### src/fsrd_pkg.sv
`timescale 1ns / 1ps
// ----------------------------------------------------------------------------
// fsrd_pkg
// Types and constants shared by the FTP stream receive decoder and its checker.
// ----------------------------------------------------------------------------
package fsrd_pkg;

	typedef enum logic [2:0] {
		OP_START  = 3'd0,
		OP_DATA   = 3'd1,
		OP_CLOSE  = 3'd2,
		OP_FAIL   = 3'd3,
		OP_ABORT  = 3'd4
	} op_t;

	typedef enum logic [2:0] {
		STAT_BYTE   = 3'd0,
		STAT_DONE   = 3'd1,
		STAT_ABORT  = 3'd2,
		STAT_FAIL   = 3'd3,
		STAT_UNSUP  = 3'd4
	} status_t;

	localparam logic [1:0] CFG_DATA_TYPE = 2'd0;
	localparam logic [1:0] CFG_MODE      = 2'd1;
	localparam logic [1:0] CFG_STRUCTURE = 2'd2;

	localparam logic [1:0] TYPE_ASCII = 2'd0;
	localparam logic [1:0] TYPE_IMAGE = 2'd1;
	localparam logic [1:0] TYPE_LOCAL = 2'd2;

	localparam logic [1:0] MODE_STREAM = 2'd0;

	localparam logic [1:0] STRU_FILE   = 2'd0;
	localparam logic [1:0] STRU_RECORD = 2'd1;

	localparam logic [7:0] BYTE_ESC = 8'hFF;
	localparam logic [7:0] BYTE_EOR = 8'h01;
	localparam logic [7:0] BYTE_EOF = 8'h02;
	localparam logic [7:0] BYTE_CR  = 8'h0D;
	localparam logic [7:0] BYTE_LF  = 8'h0A;
	localparam logic [7:0] BYTE_NUL = 8'h00;

	localparam int unsigned MAX_RES = 3;

	typedef struct packed {
		logic [7:0] data;
		logic [2:0] status;
		logic       last;
	} result_t;

endpackage

### src/ftp_stream_receive_decoder.sv
`timescale 1ns / 1ps
// ----------------------------------------------------------------------------
// ftp_stream_receive_decoder
// Stream-mode FTP receive decoder: ASCII CR/LF and record escape handling.
// ----------------------------------------------------------------------------
// One input transfer can be taken every cycle while s_axis_tready is high.
// Each input is registered, then decoded into zero to two results held in a
// three-entry output buffer that hands out one result per cycle while
// m_axis_tready is high. Inputs with at most one result are taken at one input
// per cycle while the output is not stalled. A new input is decoded when it
// yields no result, or when the buffer is empty or is giving up its final
// entry. Config writes are taken every cycle; type and structure are sampled
// at a start item.
module ftp_stream_receive_decoder
	import fsrd_pkg::*;
(
	input  logic       clk,
	input  logic       arst_n,
	input  logic       s_axis_tvalid,
	output logic       s_axis_tready,
	input  logic [7:0] s_axis_tdata,   // [7:0] data_byte
	input  logic [2:0] s_axis_tuser,   // [2:0] op
	output logic       m_axis_tvalid,
	input  logic       m_axis_tready,
	output logic [7:0] m_axis_tdata,   // [7:0] out_byte
	output logic [2:0] m_axis_tuser,   // [2:0] status
	output logic       m_axis_tlast,
	input  logic       cfg_valid,
	output logic       cfg_ready,
	input  logic [1:0] cfg_index,
	input  logic [1:0] cfg_data
);

	logic [1:0] data_type_q, mode_q, stru_q;
	logic       cr_q, esc_q, fin_q, ascii_q, record_q;

	logic       valid_s1;
	logic [2:0] op_s1;
	logic [7:0] byte_s1;

	result_t    res_q [MAX_RES];
	logic [1:0] rem_q;

	result_t    res_c [MAX_RES];
	logic [1:0] n_c;
	logic       cr_c, esc_c, fin_c, ascii_c, record_c;
	logic       ok_c;

	logic       free, advance, pop, s_acc;

	assign cfg_ready     = 1'b1;
	assign pop           = m_axis_tvalid && m_axis_tready;
	assign free          = (rem_q == 2'd0) || ((rem_q == 2'd1) && m_axis_tready);
	assign advance       = valid_s1 && ((n_c == 2'd0) || free);
	assign s_axis_tready = !valid_s1 || advance;
	assign s_acc         = s_axis_tvalid && s_axis_tready;

	assign m_axis_tvalid = rem_q != 2'd0;
	assign m_axis_tdata  = res_q[0].data;
	assign m_axis_tuser  = res_q[0].status;
	assign m_axis_tlast  = res_q[0].last;

	always_comb begin
		for (int i = 0; i < MAX_RES; i++) begin
			res_c[i] = '0;
		end
		n_c      = 2'd0;
		cr_c     = cr_q;
		esc_c    = esc_q;
		fin_c    = fin_q;
		ascii_c  = ascii_q;
		record_c = record_q;
		ok_c     = 1'b0;
		case (op_s1)
			OP_START: begin
				cr_c  = 1'b0;
				esc_c = 1'b0;
				case (data_type_q)
					TYPE_ASCII: ok_c = (mode_q == MODE_STREAM) &&
						((stru_q == STRU_FILE) || (stru_q == STRU_RECORD));
					TYPE_IMAGE, TYPE_LOCAL: ok_c = (mode_q == MODE_STREAM) &&
						(stru_q == STRU_FILE);
					default: ok_c = 1'b0;
				endcase
				if (!ok_c) begin
					fin_c = 1'b1;
					res_c[n_c] = '{BYTE_NUL, STAT_UNSUP, 1'b0};
					n_c = n_c + 2'd1;
				end else begin
					fin_c    = 1'b0;
					ascii_c  = data_type_q == TYPE_ASCII;
					record_c = (data_type_q == TYPE_ASCII) && (stru_q == STRU_RECORD);
				end
			end
			OP_DATA: begin
				if (!fin_q) begin
					if (!ascii_q) begin
						res_c[n_c] = '{byte_s1, STAT_BYTE, 1'b0};
						n_c = n_c + 2'd1;
					end else begin
						case (byte_s1)
							BYTE_CR: begin
								if (esc_c) begin
									esc_c = 1'b0;
									res_c[n_c] = '{BYTE_ESC, STAT_BYTE, 1'b0};
									n_c = n_c + 2'd1;
								end
								if (cr_c) begin
									res_c[n_c] = '{BYTE_CR, STAT_BYTE, 1'b0};
									n_c = n_c + 2'd1;
								end
								cr_c = 1'b1;
							end
							BYTE_LF: begin
								if (esc_c) begin
									esc_c = 1'b0;
									res_c[n_c] = '{BYTE_ESC, STAT_BYTE, 1'b0};
									n_c = n_c + 2'd1;
								end
								cr_c = 1'b0;
								res_c[n_c] = '{BYTE_LF, STAT_BYTE, 1'b0};
								n_c = n_c + 2'd1;
							end
							BYTE_NUL: begin
								if (esc_c) begin
									esc_c = 1'b0;
									res_c[n_c] = '{BYTE_ESC, STAT_BYTE, 1'b0};
									n_c = n_c + 2'd1;
								end
								if (cr_c) begin
									cr_c = 1'b0;
									res_c[n_c] = '{BYTE_CR, STAT_BYTE, 1'b0};
								end else begin
									res_c[n_c] = '{BYTE_NUL, STAT_BYTE, 1'b0};
								end
								n_c = n_c + 2'd1;
							end
							BYTE_ESC: begin
								if (cr_c) begin
									cr_c = 1'b0;
									res_c[n_c] = '{BYTE_CR, STAT_BYTE, 1'b0};
									n_c = n_c + 2'd1;
								end
								if (!record_q || esc_c) begin
									esc_c = 1'b0;
									res_c[n_c] = '{BYTE_ESC, STAT_BYTE, 1'b0};
									n_c = n_c + 2'd1;
								end else begin
									esc_c = 1'b1;
								end
							end
							BYTE_EOR, BYTE_EOF: begin
								if (esc_c) begin
									esc_c = 1'b0;
									if (byte_s1 == BYTE_EOR) begin
										res_c[n_c] = '{BYTE_LF, STAT_BYTE, 1'b0};
									end else begin
										cr_c  = 1'b0;
										fin_c = 1'b1;
										res_c[n_c] = '{BYTE_NUL, STAT_DONE, 1'b0};
									end
									n_c = n_c + 2'd1;
								end else begin
									if (cr_c) begin
										cr_c = 1'b0;
										res_c[n_c] = '{BYTE_CR, STAT_BYTE, 1'b0};
										n_c = n_c + 2'd1;
									end
									res_c[n_c] = '{byte_s1, STAT_BYTE, 1'b0};
									n_c = n_c + 2'd1;
								end
							end
							default: begin
								if (cr_c) begin
									cr_c = 1'b0;
									res_c[n_c] = '{BYTE_CR, STAT_BYTE, 1'b0};
									n_c = n_c + 2'd1;
								end
								if (esc_c) begin
									esc_c = 1'b0;
									res_c[n_c] = '{BYTE_ESC, STAT_BYTE, 1'b0};
									n_c = n_c + 2'd1;
								end
								res_c[n_c] = '{byte_s1, STAT_BYTE, 1'b0};
								n_c = n_c + 2'd1;
							end
						endcase
					end
				end
			end
			OP_CLOSE, OP_FAIL, OP_ABORT: begin
				if (!fin_q) begin
					cr_c  = 1'b0;
					esc_c = 1'b0;
					fin_c = 1'b1;
					case (op_s1)
						OP_CLOSE: res_c[n_c] = '{BYTE_NUL, STAT_DONE, 1'b0};
						OP_FAIL:  res_c[n_c] = '{BYTE_NUL, STAT_FAIL, 1'b0};
						default:  res_c[n_c] = '{BYTE_NUL, STAT_ABORT, 1'b0};
					endcase
					n_c = n_c + 2'd1;
				end
			end
			default: ;
		endcase
		for (int i = 0; i < MAX_RES; i++) begin
			res_c[i].last = (n_c != 2'd0) && (2'(i) == n_c - 2'd1);
		end
	end

	always_ff @(posedge clk or negedge arst_n) begin
		if (!arst_n) begin
			data_type_q <= TYPE_ASCII;
			mode_q      <= MODE_STREAM;
			stru_q      <= STRU_FILE;
		end else if (cfg_valid && cfg_ready) begin
			case (cfg_index)
				CFG_DATA_TYPE: data_type_q <= cfg_data;
				CFG_MODE:      mode_q      <= cfg_data;
				CFG_STRUCTURE: stru_q      <= cfg_data;
				default: ;
			endcase
		end
	end

	always_ff @(posedge clk or negedge arst_n) begin
		if (!arst_n) begin
			cr_q     <= 1'b0;
			esc_q    <= 1'b0;
			fin_q    <= 1'b1;
			ascii_q  <= 1'b0;
			record_q <= 1'b0;
			valid_s1 <= 1'b0;
			rem_q    <= 2'd0;
		end else begin
			if (s_acc) begin
				valid_s1 <= 1'b1;
			end else if (advance) begin
				valid_s1 <= 1'b0;
			end
			if (advance) begin
				cr_q     <= cr_c;
				esc_q    <= esc_c;
				fin_q    <= fin_c;
				ascii_q  <= ascii_c;
				record_q <= record_c;
			end
			if (advance && (n_c != 2'd0)) begin
				rem_q <= n_c;
			end else if (pop) begin
				rem_q <= rem_q - 2'd1;
			end
		end
	end

	always_ff @(posedge clk) begin
		if (s_acc) begin
			op_s1   <= s_axis_tuser;
			byte_s1 <= s_axis_tdata;
		end
		if (advance && (n_c != 2'd0)) begin
			res_q <= res_c;
		end else if (pop) begin
			res_q[0] <= res_q[1];
			res_q[1] <= res_q[2];
		end
	end

endmodule

### config.mk
export PLATFORM = sky130hd
export DESIGN_NAME = ftp_stream_receive_decoder
export DESIGN_NICKNAME = d
export VERILOG_FILES = /design/src/fsrd_pkg.sv /design/src/ftp_stream_receive_decoder.sv
export SDC_FILE = /design/constraint.sdc
export NUM_CORES = 1
export LEC_CHECK = 0
export BUFFER_PORTS_ARGS = -buffer_cell sky130_fd_sc_hd__buf_2
export CORE_UTILIZATION = 40
export CTS_CLUSTER_SIZE = 12
export DETAILED_ROUTE_END_ITERATION = 16
export HOLD_SLACK_MARGIN = 0.06
export MAX_ROUTING_LAYER = met4
export SYNTH_ARGS = -nofsm -noshare
export SYNTH_HDL_FRONTEND = slang
export SYNTH_SLANG_ARGS = --single-unit
### constraint.sdc
create_clock -name clk -period 9.7 [get_ports clk]
set_clock_uncertainty 0.2 [all_clocks]
set_input_delay 0 -clock clk [delete_from_list [all_inputs] [get_ports clk]]
set_output_delay 0 -clock clk [all_outputs]
set_load 0.02 [all_outputs]
After elaboration in Yosys (flattened, before gate mapping)
Cells that the tools add are included.
W data, S select, Z words.
{"block": "word_totals", "register_bits": 61, "latch_bits": 0, "ram_bits": 0, "rom_bits": 0, "word_cells": 273, "n_memories": 0}
{"block": "op_classes", "n_addsub": 9, "multipliers": 0, "div_mod_pow": 0, "n_lt_le_gt_ge": 14, "eq_ne": 21, "shifts": 0, "n_mux": 131, "n_bitwise": 26, "n_reduce_logical": 51}
{"operator": "$mux W12", "count": 35}
{"operator": "$mux W36", "count": 9}
{"operator": "$pmux W36 S5", "count": 1}
{"operator": "$demux W12 S2", "count": 7}
{"operator": "$mux W24", "count": 5}
{"operator": "$mux W2", "count": 37}
{"operator": "$bwmux W36", "count": 2}
{"operator": "$and A27 B27 Y27", "count": 2}
{"operator": "$not A27 Y27", "count": 2}
{"operator": "$or A24 B24 Y24", "count": 2}
{"operator": "$and A36 B36 Y36", "count": 1}
{"operator": "$not A36 Y36", "count": 1}
{"operator": "$pmux W12 S3", "count": 1}
{"operator": "$and A30 B30 Y30", "count": 1}
{"operator": "$not A30 Y30", "count": 1}
{"operator": "$and A12 B12 Y12", "count": 2}
{"operator": "$not A12 Y12", "count": 2}
{"operator": "$mux W1", "count": 22}
{"operator": "$ge A3 B3 Y1 const B", "count": 7}
{"operator": "$lt A3 B1 Y1 const B", "count": 7}
{"operator": "$not A2 Y3", "count": 7}
{"operator": "$logic_and A1 B1 Y1", "count": 18}
{"operator": "$or A9 B9 Y9", "count": 2}
{"operator": "$eq A8 B4 Y1 const B", "count": 2}
{"operator": "38 further kinds", "count": 76}

Logic depth before layout (Yosys ltp)
Gate-level depths: netlist of run 1.
{"block": "logic_depth", "ltp_word": 24, "mapped_depth": 12, "depth_no_buf": 10}

Worst setup path after synthesis of run 1
OpenSTA, ideal clock, no wires.
{"block": "synth_path", "path_type": "reg2reg", "from": "reg data_type_q[0]", "to": "reg res_q (netlist bit m_axis_tdata[0]), enable pin", "setup_ns": 0.403, "arrival_ns": 2.456, "required_time_ns": 9.097, "setup_slack_ns": 6.641, "stages_incl_launch_ff": 10, "path_buffers": 2, "period_less_slack_ns": 3.059, "cell_sequence": "dfrtp_1 -> ha_1 -> or4_1 -> a211oi_1 -> o32ai_1 -> a221oi_4 -> a21o_1 -> buf_6 -> buf_6 -> nand2_1"}
{"block": "synth_via", "elab_chain_cells": 11, "elab_cells_between_ends": 14, "classes_between": "eq/ne (2); mux (4); reduce/logical (8)"}
{"item": "start, declared", "line_no": "ftp_stream_receive_decoder.sv:34", "text": "logic [1:0] data_type_q, mode_q, stru_q;"}
{"item": "start signal, assigned", "line_no": "ftp_stream_receive_decoder.sv:218", "text": "CFG_DATA_TYPE: data_type_q <= cfg_data;"}
{"item": "$eq A2 B1 Y1 or $eq A2 B2 Y1 (tied branches)", "line_no": "ftp_stream_receive_decoder.sv:78", "text": "case (data_type_q)"}
{"item": "$reduce_or A2 Y1", "line_no": "ftp_stream_receive_decoder.sv:78"}
{"item": "$pmux W1 S2 *", "line_no": "ftp_stream_receive_decoder.sv:78"}
{"item": "$mux W1 *", "line_no": "ftp_stream_receive_decoder.sv:74", "text": "case (op_s1)"}
{"item": "$mux W1 *", "line_no": "ftp_stream_receive_decoder.sv:85", "text": "if (!ok_c) begin"}
{"item": "$pmux W2 S3 *", "line_no": "ftp_stream_receive_decoder.sv:74"}
{"item": "$logic_not A2 Y1", "line_no": "ftp_stream_receive_decoder.sv:54", "text": "assign advance = valid_s1 && ((n_c == 2'd0) || free);"}
{"item": "$logic_or A1 B1 Y1", "line_no": "ftp_stream_receive_decoder.sv:54"}
{"item": "$logic_and A1 B1 Y1", "line_no": "ftp_stream_receive_decoder.sv:54"}
{"item": "$logic_and A1 B1 Y1 *", "line_no": "ftp_stream_receive_decoder.sv:261", "text": "if (advance && (n_c != 2'd0)) begin"}
{"item": "$reduce_bool A2 Y1 (no source line) *"}
{"item": "end signal, assigned", "line_no": "ftp_stream_receive_decoder.sv:262", "text": "res_q <= res_c;"}
{"item": "end, declared", "line_no": "ftp_stream_receive_decoder.sv:41", "text": "result_t res_q [MAX_RES];"}
Mark *: on every way between the ends. The rest lies on a longest branch, timed or not. The select of a mux whose other input is x is not followed.
A chain may end at the register's enable or synchronous reset.

Worst setup path after layout of run 1
{"block": "layout_path", "from": "reg esc_q", "to": "reg res_q[19] (netlist name), enable pin"}
{"block": "layout_via", "elab_chain_cells": 16, "elab_cells_between_ends": 36, "classes_between": "add/sub (4); mux (25); reduce/logical (7)"}
{"item": "start, declared", "line_no": "ftp_stream_receive_decoder.sv:35", "text": "logic cr_q, esc_q, fin_q, ascii_q, record_q;"}
{"item": "start signal, assigned", "line_no": "ftp_stream_receive_decoder.sv:243", "text": "esc_q <= esc_c;"}
{"item": "$mux W1", "line_no": "ftp_stream_receive_decoder.sv:103, ftp_stream_receive_decoder.sv:115, ftp_stream_receive_decoder.sv:125"}
{"item": "$mux W2", "line_no": "ftp_stream_receive_decoder.sv:101", "text": "case (byte_s1)"}
{"item": "$mux W2", "line_no": "ftp_stream_receive_decoder.sv:97", "text": "if (!ascii_q) begin"}
{"item": "$mux W2", "line_no": "ftp_stream_receive_decoder.sv:96", "text": "if (!fin_q) begin"}
{"item": "$mux W2", "line_no": "ftp_stream_receive_decoder.sv:74"}
{"item": "$add A2 B1 Y2", "line_no": "ftp_stream_receive_decoder.sv:110", "text": "n_c = n_c + 2'd1;"}
{"item": "$mux W2", "line_no": "ftp_stream_receive_decoder.sv:108", "text": "if (cr_c) begin"}
{"item": "$pmux W2 S5 *", "line_no": "ftp_stream_receive_decoder.sv:101"}
{"item": "$mux W2 *", "line_no": "ftp_stream_receive_decoder.sv:97"}
{"item": "$mux W2 *", "line_no": "ftp_stream_receive_decoder.sv:96"}
{"item": "$pmux W2 S3 *", "line_no": "ftp_stream_receive_decoder.sv:74"}
{"item": "$logic_not A2 Y1", "line_no": "ftp_stream_receive_decoder.sv:54"}
{"item": "$logic_or A1 B1 Y1", "line_no": "ftp_stream_receive_decoder.sv:54"}
{"item": "$logic_and A1 B1 Y1", "line_no": "ftp_stream_receive_decoder.sv:54"}
{"item": "$logic_and A1 B1 Y1 *", "line_no": "ftp_stream_receive_decoder.sv:261"}
{"item": "$reduce_bool A2 Y1 (no source line) *"}
Marked as above.

==> run_results.csv, run 1 <==
group,metric,value,unit
power,combPwrFrac,25.2,%
route,drt-initial-drc-count,257,
setup_path,r2r-start,"esc_q",
synth,synth_warnings,0,
timing,hold_viol_final,0,
outcome,outcome,"finished clean",
cells_and_area,drive_gt1_share,15.6,%
timing,setup_viol,0,
route,wire_per_inst,15.3,um
synth,seq_area_frac_synth,49.2,%
setup_path,startpoint_type,"flip-flop",
clocking,root_buffer,"clkbuf_8",
setup_path,crit_type,"flip-flop to flip-flop",
power,power_density,169,nW/um^2
synth,synthDistinctLibCells,56,
synth,synth_edf_count,41,
synth,synth_most_common_cell,"nand2_1",
clocking,cts-buffers-inserted,5,
hold_path,holdPathEnd,"byte_s1[1]",
synth,syn_nets,349,
route,routed_wl,7050,um
placed_design,dpl.cell_count,425,
timing,finalSetupTns,0,ns
synth,synth_top_cell_by_area,"edfxtp_1",
timing,slew_headroom,30.4,%
cells_and_area,nFillCells,722,
synth,syn_area_per_cell,10.1,sq um
timing,drv_slew,0,
timing,rsz0062_at_grt,"no",
grt,antenna_found_initial,0,
power,clkPwrFrac,21.3,%
setup_path,crit_path_end_kind,"flip-flop",
placed_design,post_dp_cell_area,3320,sq um
timing,max_clock_freq,221,MHz
synth,synth.ff_latch_count,55,
cells_and_area,layout.area.seq,1580,sq um
power,power_switching,206,uW
floorplan,fp.dieW,91.7,um
power,p_int,416,uW
clocking,clock_latency,0.32,ns
floorplan,die_area,8400,sq um
setup_path,crit_arrival,4.18,ns
synth,netlist_area,3220,sq um
clocking,cts.sinks,55,
cells_and_area,fin_nets,389,
cells_and_area,multiInputGateArea,1390,sq um
cells_and_area,fin_cells,460,
grt,grt_overflow,0,
placed_design,port_buffers,33,
setup_path,critical_path.max_fanout,37,
timing,finalCriticalPeriod,4.51,ns
clocking,htreeDepth,2,
grt,grt_usage,18.3,%
synth,synthTopCellsByCount,"nand2_1, edfxtp_1, nor2_1, a21oi_1, o21ai_0",
grt,grt_start_max_net_pins,38,
route,ant_nets,0,
hold_path,hold_class,"input port to flip-flop",
route,drc_errors,0,
job,drv_cap,0,
route,drtPass1Iterations,5,
synth,yosys.area.top_type_share,38.3,%
synth,synth_cells,317,
cells_and_area,diodes,0,
synth,synthTopCellsByArea,"edfxtp_1, dfrtp_1, nand2_1",
placed_design,hpwl,4970,um
grt,first_global_vias,2374,
clocking,cts_tree,"yes",
setup_path,required,9.36,ns
route,via_count,2485,
power,p_leak,0.00142,uW
timing,worst_pin_slew,1.04,ns
timing,fin_crit_sh,46.5,%
floorplan,coreArea,7770,sq um
power,ir_drop,0.0816,mV
setup_path,r2r_cells,7,
grt,grt_pass1_wl,11700,um
synth,async_flop_share,25.5,%
cells_and_area,postLayoutCellArea,3680,sq um
clocking,clkTransAtPathRegs,0.10,ns
setup_path,r2r_setup_slack,5.19,ns
synth,synth_ff_type,"edfxtp_1",
floorplan,num_io_pins,35,
cells_and_area,area_growth,14.6,%
hold_path,hold_path.startpoint,"s_axis_tdata[1]",
clocking,cts_buffer_depth,2,
floorplan,row_count,32,
hold_path,hold_depth,2,
floorplan,initial_core_util,41.4,%
power,swShare,33.2,%
power,pwr-share-seq,53.5,%
route,via_per_inst,5.40,
placed_design,place_congestion,0.944,
floorplan,die_y,91.7,um
setup_path,r2r-end,"res_q[19]",
-- metrics by stage --
step                total power [uW]  setup slack (ns)  util (%)  hold WS [ns]
finish                           622              5.19      47.4         0.182
global placement                 484              5.26      42.8        -0.290
CTS                              625              5.14      47.4         0.180
floorplan                        456              6.64         -        -0.496
global route                     658              4.77      47.4         0.178
detailed placement               485              5.15      42.8        -0.286
-- metal layers --
metal  routed length [um]  track usage [%]
met5                    0                -
met4                  130             5.95
met3                  394             2.74
met2                 3150             28.2
met1                 3370             24.8
-- logic make-up (layout without fill, tap and decap cells) --
| group | Yosys count | after routing | share of synthesized area (%) |
|---|---|---|---|
| and+or+nand+nor | 121 | 121 | 19.1 |
| muxes | 5 | 5 | 1.75 |
| adders and majority gates | 12 | 12 | 4.67 |
| buffers and inverters | 42 | 83 | 7.59 |
| xor gates and xnor gates | 2 | 2 | 0.545 |
| AOI/OAI and AO/OA | 79 | 79 | 17.0 |
| DFF | 55 | 55 | 49.2 |
| other | 1 | 1 | 0.117 |
-- worst max-delay path by stage --
stage / startpoint / to / slack [ns] / depth (start not counted)
detailed placement: esc_q / m_axis_tdata[5] / 5.15 / 7
global placement: esc_q / m_axis_tdata[4] / 5.26 / 7
global route: esc_q / res_q[19] / 4.77 / 7
floorplan: data_type_q[0] / m_axis_tdata[0] / 6.64 / 9
CTS: esc_q / res_q[19] / 5.14 / 7
finish: esc_q / res_q[19] / 5.19 / 7
-- final cells by class --
cell class                 count  area share, %
clock inverter                 3          0.679
timing repair buffer          60           11.8
inverter                      15           1.53
tap                          102           3.46
clock buffer                   5           1.87
sequential                    55           43.0
multi-input combinational    220           37.7
-- layout by cell type (no fill, tap or decap), drive strengths merged, types with 3 or more instances in the layout --
master	synthesis	layout
dlygate4sd3	0	27
nand3b	3	3
edfxtp	41	41
o41ai	6	6
o21a	3	3
o311ai	3	3
dfrtp	13	13
and2	10	10
mux2	5	5
nand2	46	46
nand3	7	7
ha	12	12
nand2b	3	3
o31ai	10	10
clkbuf	7	5
and3	3	3
inv	15	15
nor2	23	23
o21ai	21	21
a21oi	18	18
a211oi	3	3
nor3	8	8
buf	20	33
and4	4	4
-- repair_timing --
action,CTS,global route
gates resized for setup,0,0
hold buffers,27,0
setup buffers,0,0
hold endpoints to repair,35,0
-- state kept, by name (all words and copies together) (netlist names) --
signal and cells:
res_q 18, byte_s1 8, m_axis_tdata 8, m_axis_tuser 3, op_s1 3, data_type_q 2, mode_q 2, rem_q 2
stru_q 2, ascii_q 1, cr_q 1, esc_q 1, fin_q 1, m_axis_tlast 1, record_q 1, valid_s1 1
-- power by group through the flow --
stage,sequential (uW),combinational (uW),clock [uW]
after floorplan,324,132,0
after global placement,337,147,0
after detailed placement,338,147,0
after CTS,332,157,135
after global routing,338,176,144
final,333,157,133
-- critical path, cell delays in order (launching register included) --
cell      delay [ns]
dfrtp_1         0.60
inv_1           0.22
ha_1            0.49
a32oi_1         0.26
o221ai_1        0.22
a221oi_4        0.40
a21o_1          0.87
nand2_1         0.81
No activity file was read; power rests on OpenSTA's default activity.
==> run 2: changes to the inputs <==
==> constraint.sdc (replaced) <==
create_clock -name clk -period 4 [get_ports clk]
set_clock_uncertainty 0.2 [all_clocks]
set_input_delay 0 -clock clk [delete_from_list [all_inputs] [get_ports clk]]
set_output_delay 0 -clock clk [all_outputs]
set_load 0.02 [all_outputs]
==> run_results.csv, run 2 (synthesized netlist as in run 1, its figures left out) <==
group,metric,value,unit
route,wire_per_inst,15.4,um
clocking,clkTransAtPathRegs,0.09,ns
floorplan,coreArea,7770,sq um
clocking,cts.sinks,55,
floorplan,row_count,32,
setup_path,crit_slowest_cell,"and2_1",
setup_path,startpoint_type,"flip-flop",
setup_path,critical_path.max_fanout,11,
cells_and_area,area_growth,15.5,%
timing,rsz0062_at_grt,"no",
grt,grt_usage,18.7,%
route,ant_nets,0,
setup_path,path_buf_inv,1,
setup_path,r2r-end,"byte_s1[0]",
placed_design,port_buffers,33,
floorplan,num_io_pins,35,
cells_and_area,drive_gt1_share,16.5,%
timing,hold_viol_final,0,
job,drv_cap,0,
setup_path,crit_path_end_kind,"flip-flop",
placed_design,hpwl,5030,um
timing,drv_slew,0,
route,drc_errors,0,
timing,worst_pin_slew,0.678,ns
clocking,cts_buffer_depth,2,
hold_path,hold_class,"input port to flip-flop",
clocking,htreeDepth,2,
route,drtPass1Iterations,5,
setup_path,critical_path.top_delay_family,"compound AO/OA/AOI/OAI gates",
grt,grt_pass1_wl,12000,um
hold_path,holdPathEnd,"byte_s1[7]",
clocking,cts_tree,"yes",
placed_design,place_congestion,0.922,
setup_path,r2r_cells,10,
timing,finalSetupTns,0,ns
setup_path,path_common_cell,"nand2_1",
route,routed_wl,7160,um
clocking,root_buffer,"clkbuf_8",
hold_path,hold_depth,2,
timing,max_clock_freq,304,MHz
hold_path,hold_path.startpoint,"s_axis_tdata[7]",
cells_and_area,fin_nets,394,
floorplan,die_area,8400,sq um
timing,slew_headroom,54.8,%
floorplan,fp.dieW,91.7,um
cells_and_area,layout_commonest_cell,"nand2_1",
cells_and_area,largest_reg_flops,18,
outcome,outcome,"finished clean",
setup_path,r2r_setup_slack,0.71,ns
grt,first_global_vias,2375,
timing,finalCriticalPeriod,3.29,ns
power,p_leak,0.00143,uW
grt,grt_overflow,0,
clocking,clock_latency,0.31,ns
clocking,cts.repair.resized,0,
cells_and_area,most-common-layout-cells,"nand2_1, edfxtp_1, buf_2, dlygate4sd3_1, nor2_1",
timing,setup_viol,0,
setup_path,critPathMaxStageDelay,0.43,ns
clocking,cts-buffers-inserted,5,
route,drt-initial-drc-count,420,
power,ir_drop,0.146,mV
cells_and_area,diodes,0,
floorplan,initial_core_util,41.4,%
floorplan,die_y,91.7,um
cells_and_area,final_core_util,47.8,%
grt,grt_start_max_net_pins,34,
setup_path,path_cells,"inv_1, nand2_1, ha_1, nor2b_1, a32oi_1, o221ai_1, a221oi_4, a21oi_2, nand2_1, and2_1",
grt,antenna_found_initial,0,
setup_path,crit_type,"flip-flop to flip-flop",
setup_path,crit_arrival,3.06,ns
route,via_count,2569,
timing,fin_crit_sh,82.3,%
setup_path,required,3.76,ns
route,via_per_inst,5.52,
power,power_density,406,nW/um^2
cells_and_area,largest_register,"res_q",
setup_path,r2r-start,"esc_q",
[run 2: cell type report]
cell class	instances	area, sq um
sequential	55	1580
tap	102	128
fill	744	4050
clock inverter	2	12.5
inverter	15	56.3
multi-input combinational	220	1390
timing repair buffer	65	473
clock buffer	6	72.6
[run 2: timing repair]
| item | CTS | global route |
|---|---|---|
| buffers inserted | 0 | 0 |
| hold endpoints to repair | 35 | 0 |
| hold buffers | 27 | 0 |
[run 2: worst max path at each step]
stage | slack, ns | from | cells past startpoint | to
finish | 0.71 | esc_q | 10 | byte_s1[0]
global placement | 0.76 | esc_q | 8 | byte_s1[6]
global route | 0.48 | esc_q | 10 | op_s1[2]
floorplan | 0.94 | data_type_q[0] | 9 | m_axis_tdata[0]
CTS | 0.72 | esc_q | 10 | op_s1[2]
detailed placement | 0.74 | esc_q | 10 | byte_s1[5]
[run 2: power breakdown]
| group | total [uW] | internal [uW] | switching (uW) |
|---|---|---|---|
| registers | 800 | 735 | 64.3 |
| clock network | 303 | 123 | 181 |
| logic | 404 | 155 | 249 |
[run 2: routing by layer]
metal,GRT usage (%),part of all wire (%),routed length (um),up-vias
li1,-,-,-,1231
met1,26.5,47,3340,1205
met2,27.7,45,3190,122
met3,2.82,7.2,514,11
met4,5.42,1.7,124,0
met5,-,0,0,-
[run 2: metrics by stage]
| stage | hold WS [ns] | cells | cell area [sq um] | total power, uW | setup WS (ns) |
|---|---|---|---|---|---|
| after floorplan | -0.496 | 317 | 3220 | 1110 | 0.941 |
| after global placement | -0.285 | 430 | 3360 | 1180 | 0.764 |
| after detailed placement | -0.285 | 430 | 3360 | 1190 | 0.742 |
| after CTS | 0.182 | 465 | 3710 | 1510 | 0.720 |
| after global routing | 0.184 | 465 | 3710 | 1600 | 0.483 |
| final | 0.187 | 465 | 3710 | 1510 | 0.707 |
==> run 3: changes to the inputs <==
--- a/config.mk
+++ b/config.mk
@@ -5,6 +5,7 @@
 export SDC_FILE = /design/constraint.sdc
 export NUM_CORES = 1
 export LEC_CHECK = 0
+export ABC_AREA = 1
 export BUFFER_PORTS_ARGS = -buffer_cell sky130_fd_sc_hd__buf_2
 export CORE_UTILIZATION = 40
 export CTS_CLUSTER_SIZE = 12
==> constraint.sdc (replaced) <==
create_clock -name clk -period 3.15 [get_ports clk]
set_clock_uncertainty 0.2 [all_clocks]
set_input_delay 0 -clock clk [delete_from_list [all_inputs] [get_ports clk]]
set_output_delay 0 -clock clk [all_outputs]
set_load 0.02 [all_outputs]
==> run_results.csv, run 3 <==
group,metric,value,unit
setup_path,crit_type,"flip-flop to flip-flop",
power,p_int,1650,uW
clocking,clock_latency,0.32,ns
synth,synthTopCellsByArea,"edfxtp_1, nand2_1, dfrtp_1",
timing,slew_headroom,57.9,%
cells_and_area,layout_commonest_cell,"nand2_1",
setup_path,r2r_setup_slack,0.23,ns
floorplan,coreArea,8260,sq um
cells_and_area,diodes,0,
job,drv_cap,0,
synth,synth_ff_type,"edfxtp_1",
hold_path,hold_class,"input port to flip-flop",
synth,synth_warnings,0,
synth,seq_area_frac_synth,45.9,%
route,drc_errors,0,
grt,grt_start_max_net_pins,33,
placed_design,hpwl,6140,um
setup_path,required,3.01,ns
clocking,cts_tree,"yes",
cells_and_area,fin_nets,499,
floorplan,num_io_pins,35,
synth,synthTopCellsByCount,"nand2_1, nor2_1, edfxtp_1, inv_1, o21ai_0",
power,power_density,637,nW/um^2
cells_and_area,layout.area.seq,1580,sq um
cells_and_area,fin_cells,573,
power,p_leak,0.00181,uW
synth,synth_most_common_cell,"nand2_1",
clocking,htreeDepth,2,
power,ir_drop,0.269,mV
placed_design,place_congestion,0.939,
floorplan,row_count,33,
floorplan,fp.dieW,94.8,um
setup_path,startpoint_type,"flip-flop",
setup_path,crit_path_end_kind,"flip-flop",
setup_path,r2r-start,"esc_q",
clocking,cts_buffer_depth,2,
timing,hold_viol_final,0,
timing,max_clock_freq,342,MHz
power,pwr-share-seq,44.1,%
cells_and_area,nFillCells,807,
route,drt-initial-drc-count,220,
setup_path,r2r-end,"m_axis_tdata[7]",
power,combPwrFrac,34.1,%
route,routed_wl,8180,um
floorplan,initial_core_util,41.7,%
timing,rsz0062_at_grt,"no",
cells_and_area,area_growth,17.6,%
synth,yosys.area.top_type_share,35.7,%
timing,finalSetupTns,0,ns
synth,syn_area_per_cell,8.28,sq um
setup_path,crit_arrival,2.78,ns
route,ant_nets,0,
timing,setup_viol,0,
route,via_per_inst,5.13,
power,swShare,36.1,%
floorplan,die_y,94.8,um
grt,grt_pass1_wl,13500,um
setup_path,critical_path.max_fanout,32,
grt,grt_overflow,0,
floorplan,die_area,8990,sq um
cells_and_area,final_core_util,49.1,%
setup_path,crit_end,"m_axis_tdata[7]",
setup_path,r2r_cells,12,
clocking,cts-buffers-inserted,5,
timing,worst_pin_slew,0.629,ns
synth,synthDistinctLibCells,39,
synth,syn_nets,448,
power,power_switching,932,uW
synth,async_flop_share,25.5,%
grt,antenna_found_initial,0,
cells_and_area,largest_reg_flops,18,
cells_and_area,most-common-layout-cells,"nand2_1, nor2_1, edfxtp_1, inv_1, o21ai_0",
clocking,root_buffer,"clkbuf_8",
power,clkPwrFrac,21.8,%
timing,fin_crit_sh,92.7,%
cells_and_area,multiInputGateArea,1520,sq um
synth,synth_top_cell_by_area,"edfxtp_1",
synth,synth.ff_latch_count,55,
synth,synth_cells,416,
cells_and_area,drive_gt1_share,18.8,%
grt,first_global_vias,2651,
power,power.total,2580,uW
placed_design,dpl.cell_count,539,
synth,netlist_area,3450,sq um
clocking,clkTransAtPathRegs,0.10,ns
route,via_count,2937,
outcome,outcome,"finished clean",
setup_path,crit_start,"esc_q",
synth,synth_edf_count,41,
timing,hold_slack,0.183,ns
route,drtPass1Iterations,5,
cells_and_area,largest_register,"res_q",
grt,grt_usage,20.4,%
timing,drv_slew,0,
route,wire_per_inst,14.3,um
timing,finalCriticalPeriod,2.92,ns
placed_design,port_buffers,33,
clocking,cts.sinks,55,
[run 3: cells by family (layout without fill, tap and decap cells)]
logic type	Yosys count	after routing	synth area share [%]
AO/OA/AOI/OAI	64	64	10.7
adder cells (fa/ha/maj)	12	12	4.36
buffers and inverters	74	126	10.1
other	1	1	0.109
flip-flops	55	55	45.9
AND/OR/NAND/NOR	210	210	28.8
[run 3: power by group through the flow]
stage               Clock [uW]  Combinational, uW  Sequential [uW]
floorplan                    0                680             1130
global placement             0                838             1150
detailed placement           0                849             1150
CTS                        569                881             1140
global route               603                996             1160
finish                     562                881             1140
[run 3: metrics by stage]
stage / setup WS (ns) / cell area [sq um]
finish: 0.230 / 4050
floorplan: 0.264 / 3450
detailed placement: 0.179 / 3660
global route: 0.0458 / 4050
global placement: 0.160 / 3660
CTS: 0.150 / 4050
[run 3: layout make-up]
cell class              instances  area share (%)
clock buffers                   5            1.70
clock inverters                 3            1.67
inverters                      52            4.81
multi-input cells             287            37.4
flip-flops and latches         55            39.1
well taps                     105            3.24
repair buffers                 66            12.1
[run 3: what timing repair did]
action | 4_1_cts | 5_1_grt
setup endpoints to repair | 0 | 10
hold endpoints to repair | 46 | 0
resized for setup | 0 | 1
hold buffers | 26 | 0
buffers inserted | 0 | 0
[run 3: critical path: stages, from the launching register on]
cell      delay (ns)
dfrtp_2         0.49
inv_1           0.25
ha_1            0.35
nand3_1         0.11
nand2_1         0.05
nand3b_1        0.18
nand2_1         0.08
nand2_1         0.05
nand2_1         0.15
nand3_4         0.11
nand3_2         0.16
buf_4           0.31
o21ai_0         0.16
[run 3: worst min-delay path by stage]
stage                    start  depth (start not counted)         end  slack [ns]
3_5_place_dp            arst_n                          1    valid_s1       -0.28
2_1_floorplan           arst_n                          0     ascii_q       -0.50
4_1_cts        s_axis_tdata[2]                          2  byte_s1[2]        0.18
3_3_place_gp            arst_n                          1    valid_s1       -0.28
5_1_grt        s_axis_tuser[1]                          2    op_s1[1]        0.18
6_report       s_axis_tdata[5]                          2  byte_s1[5]        0.18
[run 3: metal layers]
metal / share of wire [%] / GRT usage (%) / routed length (um)
met4: 2.4 / 7.07 / 194
met2: 45 / 30.3 / 3670
met3: 5.8 / 2.98 / 478
met5: 0 / - / 0
met1: 47 / 28.4 / 3830
